===== src/rtl/b64d_pkg.sv =====
// Shared types, character codes and the sextet lookup for the base64 stream decoder.
`default_nettype none
package b64d_pkg;

    localparam int QUEUE_DEPTH = 4;
    localparam int QUEUE_AW    = $clog2(QUEUE_DEPTH);
    localparam int QUEUE_CW    = $clog2(QUEUE_DEPTH + 1);

    localparam logic [7:0] CHAR_LF    = 8'h0A;
    localparam logic [7:0] CHAR_CR    = 8'h0D;
    localparam logic [7:0] CHAR_SPACE = 8'h20;
    localparam logic [7:0] CHAR_TAB   = 8'h09;
    localparam logic [7:0] CHAR_PLUS  = 8'h2B;
    localparam logic [7:0] CHAR_SLASH = 8'h2F;
    localparam logic [7:0] CHAR_PAD   = 8'h3D;
    localparam logic [7:0] CHAR_UC_A  = 8'h41;
    localparam logic [7:0] CHAR_UC_Z  = 8'h5A;
    localparam logic [7:0] CHAR_LC_A  = 8'h61;
    localparam logic [7:0] CHAR_LC_Z  = 8'h7A;
    localparam logic [7:0] CHAR_DIG_0 = 8'h30;
    localparam logic [7:0] CHAR_DIG_9 = 8'h39;

    localparam logic [7:0] OFFSET_LC  = 8'd26;
    localparam logic [7:0] OFFSET_DIG = 8'd52;
    localparam logic [5:0] SEXTET_PLUS  = 6'd62;
    localparam logic [5:0] SEXTET_SLASH = 6'd63;

    // Command word handed from the front end to the output side.
    typedef struct packed {
        logic        err;
        logic        emit2;
        logic        emit3;
        logic [23:0] data;
    } t_cmd;

    typedef struct packed {
        logic       bad;
        logic [5:0] value;
    } t_sextet;

    function automatic t_sextet sextet_of(input logic [7:0] ch);
        t_sextet    res;
        logic [7:0] tmp;
        res.bad   = 1'b0;
        res.value = '0;
        tmp       = '0;
        case (ch) inside
            [CHAR_UC_A:CHAR_UC_Z]: begin
                tmp       = ch - CHAR_UC_A;
                res.value = tmp[5:0];
            end
            [CHAR_LC_A:CHAR_LC_Z]: begin
                tmp       = ch - CHAR_LC_A + OFFSET_LC;
                res.value = tmp[5:0];
            end
            [CHAR_DIG_0:CHAR_DIG_9]: begin
                tmp       = ch - CHAR_DIG_0 + OFFSET_DIG;
                res.value = tmp[5:0];
            end
            CHAR_PLUS:  res.value = SEXTET_PLUS;
            CHAR_SLASH: res.value = SEXTET_SLASH;
            CHAR_PAD:   res.value = '0;
            default:    res.bad   = 1'b1;
        endcase
        return res;
    endfunction

    function automatic logic is_space(input logic [7:0] ch);
        return (ch == CHAR_LF) || (ch == CHAR_CR) || (ch == CHAR_SPACE) || (ch == CHAR_TAB);
    endfunction

endpackage
`default_nettype wire


===== src/rtl/base64_stream_decoder_unit.sv =====
// Each command is registered into the queue; its words reach the result ports at its head.
// Throughput: one character per cycle; a group of four characters gives up to three results,
// drained one per cycle while i_pop is high, from a four-entry command queue between front
// end and output side. Input stalls only when that queue is full.
// Reset (synchronous, active low) clears the sextet collector, the halt flag and the queue.
`default_nettype none
module base64_stream_decoder_unit
    import b64d_pkg::*;
(
    input  wire logic       i_clk,
    input  wire logic       i_rst_n,
    input  wire logic       i_push,
    output logic            o_full,
    input  wire logic [7:0] i_in_char,
    input  wire logic       i_end_of_stream,
    input  wire logic       i_pop,
    output logic            o_empty,
    output logic [7:0]      o_out_byte,
    output logic            o_invalid,
    output logic            o_run_end
);

    t_cmd front_cmd;
    t_cmd head_cmd;
    logic front_vld;
    logic q_full;
    logic q_empty;
    logic q_pop;
    logic accept;

    assign o_full = q_full;
    assign accept = i_push && !q_full;

    b64d_front u_front (
        .i_clk           (i_clk),
        .i_rst_n         (i_rst_n),
        .i_accept        (accept),
        .i_in_char       (i_in_char),
        .i_end_of_stream (i_end_of_stream),
        .o_cmd           (front_cmd),
        .o_cmd_vld       (front_vld)
    );

    b64d_fifo u_fifo (
        .i_clk     (i_clk),
        .i_rst_n   (i_rst_n),
        .i_wr_en   (front_vld),
        .i_wr_data (front_cmd),
        .i_rd_en   (q_pop),
        .o_rd_data (head_cmd),
        .o_full    (q_full),
        .o_empty   (q_empty)
    );

    b64d_back u_back (
        .i_clk       (i_clk),
        .i_rst_n     (i_rst_n),
        .i_cmd       (head_cmd),
        .i_cmd_empty (q_empty),
        .o_cmd_pop   (q_pop),
        .i_pop       (i_pop),
        .o_empty     (o_empty),
        .o_out_byte  (o_out_byte),
        .o_invalid   (o_invalid),
        .o_run_end   (o_run_end)
    );

endmodule
`default_nettype wire


===== src/rtl/b64d_front.sv =====
// Front end: classifies characters, collects sextets and issues group or error commands.
`default_nettype none
module b64d_front
    import b64d_pkg::*;
(
    input  wire logic       i_clk,
    input  wire logic       i_rst_n,
    input  wire logic       i_accept,
    input  wire logic [7:0] i_in_char,
    input  wire logic       i_end_of_stream,
    output t_cmd            o_cmd,
    output logic            o_cmd_vld
);

    logic [5:0] r_store0, r_store1, r_store2;
    logic [5:0] n_store0, n_store1, n_store2;
    logic       r_pad3, n_pad3;
    logic [1:0] r_count, n_count;
    logic       r_halted, n_halted;
    t_sextet    sx;

    always_comb begin
        sx        = sextet_of(i_in_char);
        n_store0  = r_store0;
        n_store1  = r_store1;
        n_store2  = r_store2;
        n_pad3    = r_pad3;
        n_count   = r_count;
        n_halted  = r_halted;
        o_cmd     = '0;
        o_cmd_vld = 1'b0;
        if (i_accept) begin
            if (!r_halted && !is_space(i_in_char)) begin
                if (sx.bad) begin
                    o_cmd_vld = 1'b1;
                    o_cmd.err = 1'b1;
                    n_halted  = 1'b1;
                end else begin
                    case (r_count)
                        2'd0: begin
                            n_store0 = sx.value;
                            n_count  = 2'd1;
                        end
                        2'd1: begin
                            n_store1 = sx.value;
                            n_count  = 2'd2;
                        end
                        2'd2: begin
                            n_store2 = sx.value;
                            n_pad3   = (i_in_char == CHAR_PAD);
                            n_count  = 2'd3;
                        end
                        default: begin
                            o_cmd_vld   = 1'b1;
                            o_cmd.data  = {r_store0, r_store1, r_store2, sx.value};
                            o_cmd.emit2 = !r_pad3;
                            o_cmd.emit3 = (i_in_char != CHAR_PAD);
                            n_store0    = '0;
                            n_store1    = '0;
                            n_store2    = '0;
                            n_pad3      = 1'b0;
                            n_count     = 2'd0;
                        end
                    endcase
                end
            end
            if (i_end_of_stream) begin
                n_store0 = '0;
                n_store1 = '0;
                n_store2 = '0;
                n_pad3   = 1'b0;
                n_count  = 2'd0;
                n_halted = 1'b0;
            end
        end
    end

    always_ff @(posedge i_clk) begin
        if (!i_rst_n) begin
            r_store0 <= '0;
            r_store1 <= '0;
            r_store2 <= '0;
            r_pad3   <= 1'b0;
            r_count  <= 2'd0;
            r_halted <= 1'b0;
        end else begin
            r_store0 <= n_store0;
            r_store1 <= n_store1;
            r_store2 <= n_store2;
            r_pad3   <= n_pad3;
            r_count  <= n_count;
            r_halted <= n_halted;
        end
    end

endmodule
`default_nettype wire


===== src/rtl/b64d_fifo.sv =====
// Short command queue between the front end and the output side.
`default_nettype none
module b64d_fifo
    import b64d_pkg::*;
(
    input  wire logic i_clk,
    input  wire logic i_rst_n,
    input  wire logic i_wr_en,
    input  wire t_cmd i_wr_data,
    input  wire logic i_rd_en,
    output t_cmd      o_rd_data,
    output logic      o_full,
    output logic      o_empty
);

    t_cmd                r_mem [QUEUE_DEPTH];
    logic [QUEUE_AW-1:0] r_wr_ptr, n_wr_ptr;
    logic [QUEUE_AW-1:0] r_rd_ptr, n_rd_ptr;
    logic [QUEUE_CW-1:0] r_count, n_count;
    logic                do_wr, do_rd;

    assign o_full    = (r_count == QUEUE_CW'(QUEUE_DEPTH));
    assign o_empty   = (r_count == '0);
    assign do_wr     = i_wr_en && !o_full;
    assign do_rd     = i_rd_en && !o_empty;
    assign o_rd_data = r_mem[r_rd_ptr];

    always_comb begin
        n_wr_ptr = do_wr ? r_wr_ptr + 1'b1 : r_wr_ptr;
        n_rd_ptr = do_rd ? r_rd_ptr + 1'b1 : r_rd_ptr;
        n_count  = r_count;
        if (do_wr && !do_rd) begin
            n_count = r_count + 1'b1;
        end else if (do_rd && !do_wr) begin
            n_count = r_count - 1'b1;
        end
    end

    always_ff @(posedge i_clk) begin
        if (do_wr) begin
            r_mem[r_wr_ptr] <= i_wr_data;
        end
    end

    always_ff @(posedge i_clk) begin
        if (!i_rst_n) begin
            r_wr_ptr <= '0;
            r_rd_ptr <= '0;
            r_count  <= '0;
        end else begin
            r_wr_ptr <= n_wr_ptr;
            r_rd_ptr <= n_rd_ptr;
            r_count  <= n_count;
        end
    end

endmodule
`default_nettype wire


===== src/rtl/b64d_back.sv =====
// Output side: expands one queued command into its sequence of result words.
`default_nettype none
module b64d_back
    import b64d_pkg::*;
(
    input  wire logic       i_clk,
    input  wire logic       i_rst_n,
    input  wire t_cmd       i_cmd,
    input  wire logic       i_cmd_empty,
    output logic            o_cmd_pop,
    input  wire logic       i_pop,
    output logic            o_empty,
    output logic [7:0]      o_out_byte,
    output logic            o_invalid,
    output logic            o_run_end
);

    logic [1:0] r_idx, n_idx;
    logic [1:0] last_idx;
    logic       take;

    assign o_empty = i_cmd_empty;
    assign take    = i_pop && !i_cmd_empty;

    always_comb begin
        if (i_cmd.err) begin
            last_idx = 2'd0;
        end else begin
            last_idx = 2'(i_cmd.emit2) + 2'(i_cmd.emit3);
        end
        case (r_idx)
            2'd0:    o_out_byte = i_cmd.data[23:16];
            2'd1:    o_out_byte = i_cmd.emit2 ? i_cmd.data[15:8] : i_cmd.data[7:0];
            default: o_out_byte = i_cmd.data[7:0];
        endcase
        if (i_cmd.err) begin
            o_out_byte = '0;
        end
        o_invalid = i_cmd.err;
        o_run_end = (r_idx == last_idx);
        o_cmd_pop = take && o_run_end;
        n_idx     = r_idx;
        if (take) begin
            n_idx = o_run_end ? 2'd0 : r_idx + 2'd1;
        end
    end

    always_ff @(posedge i_clk) begin
        if (!i_rst_n) begin
            r_idx <= 2'd0;
        end else begin
            r_idx <= n_idx;
        end
    end

endmodule
`default_nettype wire


===== config.mk =====
export PLATFORM = sky130hd
export DESIGN_NAME = base64_stream_decoder_unit
export DESIGN_NICKNAME = d
export VERILOG_FILES = /design/src/rtl/b64d_pkg.sv /design/src/rtl/base64_stream_decoder_unit.sv /design/src/rtl/b64d_front.sv /design/src/rtl/b64d_fifo.sv /design/src/rtl/b64d_back.sv
export SDC_FILE = /design/constraint.sdc
export NUM_CORES = 1
export LEC_CHECK = 0
export BUFFER_PORTS_ARGS = -buffer_cell sky130_fd_sc_hd__buf_4
export CORE_MARGIN = 1
export CORE_UTILIZATION = 52
export DETAILED_ROUTE_END_ITERATION = 6
export PLACE_DENSITY = 0.73
export RECOVER_POWER = 50
export SYNTH_ARGS = -nofsm -noshare
export SYNTH_HDL_FRONTEND = slang
export SYNTH_HIERARCHICAL = 1
export SYNTH_SLANG_ARGS = --single-unit

===== constraint.sdc =====
create_clock -name i_clk -period 10.24 [get_ports i_clk]
set_input_delay 1.536 -clock i_clk [delete_from_list [all_inputs] [get_ports i_clk]]
set_output_delay 1.536 -clock i_clk [all_outputs]
set_load 0.01 [all_outputs]

==> impl_metrics.toml, run 1 <==
[worst_setup_path]
worst-r2r-setup-slack_ns = 4.90
critPathLaunchType = "flop"
crit_required_ns = 8.70
setup.worst_path.end_class = "output port"
critPathCapture = "o_run_end"
cp_data_arrival_time_ns = 4.45
reg2regPathDepth = 13
cp_max_fo = 27
r2r_end = "u_fifo/r_count[2]$_SDFFE_PN0P_"
crit_type = "flop to output port"

[layout]
layout_commonest_cell = "edfxtp_1"
final_cell_mix = "edfxtp_1, nand2_1, dfxtp_1"
antennaDiodeCount = 0
final_util_pct = 61.4
syn_to_final_growth_pct = 12.8
final_area_um2 = 7490
layout-drive-gt1-share_pct = 19.7
fin_nets = 541
nFillCells = 967

[timing]
fmax_ghz = 0.167
layout_min_cycle_time_ns = 5.99
rsz0062_at_grt = "no"
fin_ws_ns = 4.25
fin_hold_ws_ns = 0.455
tns_ns = 0
skew_ns = 0.0100
slew_viol_final = 28
hold_viol_final = 0
setup_viol = 0
max_slew.worst_pin.slew_ns = 2.38
relSlewSlack_pct = -58.5
finalCritPeriodShare_pct = 58.5

[route]
via_count = 4170
routed_via_density = 6.09
dr.pass1.iters = 5
drt-initial-drc-count = 390
wl_per_cell_um = 20.4
route.detailed.drc = 0
routed_wl_um = 14000
ant_nets = 0

[pwr]
powerDensity_nw_per_um2 = 222
leakagePower_uw = 0.00268
p_switching_uw = 437
p_int_uw = 1220
clkPwrFrac_pct = 38.5
switching_share_pct = 26.3
ir_worst_vdd_mv = 0.0891
p_comb_share_pct = 20.5
seqPwrFrac_pct = 41.1

[place]
portBuffers = 24
place.gp.congestion = 0.878
dp_slack_ns = 4.93
placed_cell_area_um2 = 6910
dp_hpwl_um = 8800

[logic_synthesis]
synth_cell_types = 70
yosysWarnings = 6
syn_nets = 517
async_reset_ff_share_pct = 0
synth_edf_count = 108
avgSynthCellArea_um2 = 13.8
synth_ff_type = "edfxtp_1"
ys_ff_latch = 141
synthCells = 480
yosysSeqAreaShare_pct = 58.8
netlist_area_um2 = 6640

[grt]
grt_usage_pct = 23.3
grt_max_degree = 34
grt.overflow.total = 0
antenna_found_initial = 0
grt_pass1_wl_um = 22000
grt_pass1_vias = 4104

[clock_tree]
clkTransAtPathRegs_ns = 0.06
htree_levels = 4
clkLatencyLatePin_ns = 0.42
post-cts-setup-buffers = 0
holdBufCountCts = 0
cts.sink_count = 141
clockBufferDepth = 2
cts_tree = "built"
cts_resized = 0
cts_root_buffer = "clkbuf_16"
cts_buffers = 17

[floorplan]
pin_count = 25
die_w_um = 115
die_h_um = 115
die_area_um2 = 13200
core_um2 = 12200
start_util_pct = 54.4
row_count = 40

[outcome]
status = "finished with violations"
violations = "capacitance limit, slew limit"

[run]
drv_cap = 1

[worst_hold_path]
hold_path_class = "flop to flop"
## worst max-delay path, stage by stage, from the launching register on
cell and delay, ns:
dfxtp_2 0.31, clkbuf_1 1.68, mux4_2 0.87, ha_1 0.39, nand4bb_1 0.20, o22ai_1 0.29
or2_2 0.17, buf_4 0.11
## stage by stage
stage               power, uW  std cells
floorplan                 946        480
global placement         1030        653
detailed placement       1040        653
CTS                      1680        685
global route             1730        685
finish                   1660        685
## synth_stat cells (4+ instances only)
master / number / share of area (%)
edfxtp_1: 108 / 49
nand2_1: 38 / 2.1
dfxtp_1: 33 / 9.9
mux4_2: 27 / 9.2
ha_1: 23 / 4.3
and3_1: 21 / 2.0
a21oi_1: 18 / 1.4
nor2_1: 16 / 0.90
inv_1: 15 / 0.85
o22ai_1: 15 / 1.4
nand3_1: 14 / 1.1
and2_1: 12 / 1.1
clkbuf_1: 9 / 0.51
mux2_2: 9 / 1.5
a22oi_1: 8 / 0.90
buf_2: 8 / 0.60
nor2b_1: 8 / 0.75
o211ai_1: 5 / 0.57
a21o_1: 4 / 0.45
buf_4: 4 / 0.45
nand4_1: 4 / 0.38
nor3_1: 4 / 0.30
o21ai_0: 4 / 0.30
o41ai_1: 4 / 0.53
xnor2_1: 4 / 0.53
xor2_1: 4 / 0.53
## layout make-up
cell class              instances  area, um^2  share of cell area [%]
clock inverters                14         193                    2.57
multi-input cells             297        2480                    33.1
clock buffers                  18         429                    5.73
flip-flops and latches        141        3910                    52.1
inverters                      16        60.1                   0.801
repair buffers                 31         214                    2.85
well taps                     168         210                    2.80
## kinds of logic after synthesis
group,count (synthesis),synth area share [%]
mux,39,11.1
flops,141,58.8
xor+xnor,8,1.05
simple gates,136,11.1
compound gates,90,9.76
fa+ha+maj,24,4.63
buf+inv,42,3.52
## power groups by stage
stage | logic (uW) | clock network (uW) | registers, uW
2_1_floorplan | 257 | 0 | 689
6_report | 340 | 639 | 682
4_1_cts | 349 | 648 | 684
3_5_place_dp | 345 | 0 | 695
5_1_grt | 371 | 671 | 687
3_3_place_gp | 338 | 0 | 692
## worst min path at each step
stage / startpoint / to / slack (ns) / depth (start not counted)
floorplan: u_front/r_store0[0]$_SDFFE_PN0P_ / u_front/r_store0[0]$_SDFFE_PN0P_ / 0.43 / 2
finish: u_front/r_store0[2]$_SDFFE_PN0P_ / u_front/r_store0[2]$_SDFFE_PN0P_ / 0.46 / 2
CTS: u_front/r_store0[2]$_SDFFE_PN0P_ / u_front/r_store0[2]$_SDFFE_PN0P_ / 0.46 / 2
global route: u_front/r_store0[2]$_SDFFE_PN0P_ / u_front/r_store0[2]$_SDFFE_PN0P_ / 0.47 / 2
detailed placement: u_front/r_store0[2]$_SDFFE_PN0P_ / u_front/r_store0[2]$_SDFFE_PN0P_ / 0.45 / 2
global placement: u_front/r_store0[5]$_SDFFE_PN0P_ / u_front/r_store0[5]$_SDFFE_PN0P_ / 0.44 / 2
## per-layer routing
metal	share of wire (%)	up-vias	wire length, um	track usage (%)
li1	-	1912	-	-
met1	43	2052	6050	30.4
met2	49	171	6790	36.6
met3	5.9	35	821	6.06
met4	2.4	0	337	10.6
met5	0	-	0	0
## state kept, by name, summed over array words and instances, names as in the netlist, named ones only
name,cells
u_front/r_store1,6
u_fifo/r_rd_ptr,2
u_front/r_count,2
u_back/r_idx,2
u_fifo/r_count,3
u_front/r_store0,6
u_front/r_pad3,1
u_fifo/r_wr_ptr,2
u_front/r_halted,1
u_front/r_store2,6
u_fifo/r_mem,108
Power figures use the tool's default switching activity.
==> run 2: changes to the inputs <==
==> constraint.sdc (replaced) <==
create_clock -name i_clk -period 6 [get_ports i_clk]
set_input_delay 0.9 -clock i_clk [delete_from_list [all_inputs] [get_ports i_clk]]
set_output_delay 0.9 -clock i_clk [all_outputs]
set_load 0.01 [all_outputs]
==> run 2 against run 1 <==
The flow now finishes without violations. Sequential power rose by 72%. Critical path depth grew 9. Cell count is the same. Critical endpoint is now u_fifo/r_count[2]$_SDFFE_PN0P_.
==> impl_metrics.toml, run 2 (synthesized netlist as in run 1, its figures left out) <==
[worst_hold_path]
worst_hold_path.num_cells = 2
hp-start = "u_front/r_store0[2]$_SDFFE_PN0P_"
hold_path_class = "flop to flop"
hold_end = "u_front/r_store0[2]$_SDFFE_PN0P_"

[clock_tree]
cts_buffers = 17
htree_levels = 4
clkLatencyLatePin_ns = 0.42
cts_resized = 0
holdBufCountCts = 0
clockBufferDepth = 2
clkTransAtPathRegs_ns = 0.06
cts_tree = "built"
cts_root_buffer = "clkbuf_16"
post-cts-setup-buffers = 0
cts.sink_count = 141

[pwr]
clkPwrFrac_pct = 38.0
switching_share_pct = 27.3
p_comb_share_pct = 20.6
p_int_uw = 2050
total_power_uw = 2820
p_switching_uw = 769
seqPwrFrac_pct = 41.3
powerDensity_nw_per_um2 = 377
leakagePower_uw = 0.00268
ir_worst_vdd_mv = 0.170

[timing]
slew_viol_final = 0
tns_ns = 0
finalCritPeriodShare_pct = 76.4
hold_viol_final = 0
skew_ns = 0.0196
relSlewSlack_pct = 23.6
layout_min_cycle_time_ns = 4.58
setup_viol = 0
fmax_ghz = 0.218
max_slew.worst_pin.slew_ns = 1.12
rsz0062_at_grt = "no"
fin_ws_ns = 1.42

[layout]
syn_to_final_growth_pct = 12.7
multi_input_area_um2 = 2480
fin_nets = 541
nFillCells = 937
seq_area_um2 = 3900
largest_reg_flops = 108
antennaDiodeCount = 0
final_cell_mix = "edfxtp_1, nand2_1, dfxtp_1"
layout.cells.non_filler = 685
final_area_um2 = 7480
layout-drive-gt1-share_pct = 19.7
layout_commonest_cell = "edfxtp_1"
largest_register = "u_fifo/r_mem"

[place]
portBuffers = 24
dp_slack_ns = 1.34
dp_cells = 653
place.gp.congestion = 0.877
dp_hpwl_um = 8970
placed_cell_area_um2 = 6910

[worst_setup_path]
r2r_end = "u_fifo/r_count[2]$_SDFFE_PN0P_"
cp_data_arrival_time_ns = 4.93
reg2regPathDepth = 13
cp_max_fo = 9
crit_required_ns = 6.35
setup.worst_path.end_class = "flop"
worst-r2r-setup-slack_ns = 2.07
critPathLaunchType = "primary input"
crit_type = "primary input to flop"

[grt]
grt.overflow.total = 0
grt_pass1_vias = 4290
grt_max_degree = 34
grt_pass1_wl_um = 22800
antenna_found_initial = 0
grt_usage_pct = 23.5

[route]
routed_wl_um = 14400
via_count = 4208
wl_per_cell_um = 21.0
drt-initial-drc-count = 370
dr.pass1.iters = 5
route.detailed.drc = 0
routed_via_density = 6.14
ant_nets = 0

[floorplan]
pin_count = 25
row_count = 40
die_area_um2 = 13200
start_util_pct = 54.4
core_um2 = 12200
die_w_um = 115
die_h_um = 115

[run]
drv_cap = 0

[outcome]
status = "finished clean"
## run 2: how the worst max path moves through the flow
stage | start | end | slack (ns) | depth (start not counted)
3_3_place_gp | i_in_char[2] | u_fifo/r_count[2]$_SDFFE_PN0P_ | 1.49 | 16
4_1_cts | i_in_char[2] | u_fifo/r_count[2]$_SDFFE_PN0P_ | 1.74 | 16
3_5_place_dp | i_in_char[2] | u_fifo/r_count[2]$_SDFFE_PN0P_ | 1.34 | 16
2_1_floorplan | i_in_char[2] | u_fifo/r_count[2]$_SDFFE_PN0P_ | 1.96 | 17
6_report | i_in_char[2] | u_fifo/r_count[2]$_SDFFE_PN0P_ | 1.42 | 16
5_1_grt | i_in_char[2] | u_fifo/r_count[2]$_SDFFE_PN0P_ | 1.02 | 16
## run 2: final cells by class
class	count	area share [%]
Tap cell	168	2.81
Clock buffer	18	5.73
Timing Repair Buffer	31	2.91
Multi-Input combinational cell	297	33.2
Clock inverter	14	2.41
Inverter	16	0.802
Sequential cell	141	52.2
## run 2: power by group through the flow
| stage | Clock [uW] | Combinational (uW) | Sequential [uW] |
|---|---|---|---|
| global route | 1120 | 629 | 1180 |
| detailed placement | 0 | 587 | 1190 |
| finish | 1070 | 582 | 1170 |
| global placement | 0 | 575 | 1180 |
| floorplan | 0 | 439 | 1180 |
| CTS | 1080 | 595 | 1170 |
## run 2: per-stage QoR
step / util, % / hold slack, ns
global route: 61.3 / 0.485
finish: 61.3 / 0.461
detailed placement: 56.6 / 0.449
CTS: 61.6 / 0.456
global placement: 56.6 / 0.438
floorplan: - / 0.431
## run 2: routing by layer
metal | share of wire (%) | track usage, %
met5 | 0 | 0
met4 | 1.6 | 8.14
met3 | 5.6 | 5.43
met2 | 50 | 39.7
met1 | 43 | 30.0
## run 2: critical path, stage by stage
cell      delay [ns]
clkbuf_1        0.30
inv_1           0.19
ha_1            0.27
nand2_1         0.07
o21ai_0         0.21
a221oi_1        0.63
nand2_1         0.15
nor2_1          0.32
a21o_1          0.12
nor2b_1         0.40
ha_1            0.27
inv_1           0.07
fa_1            0.38
xor2_1          0.18
or3_1           0.32
a21boi_1        0.14
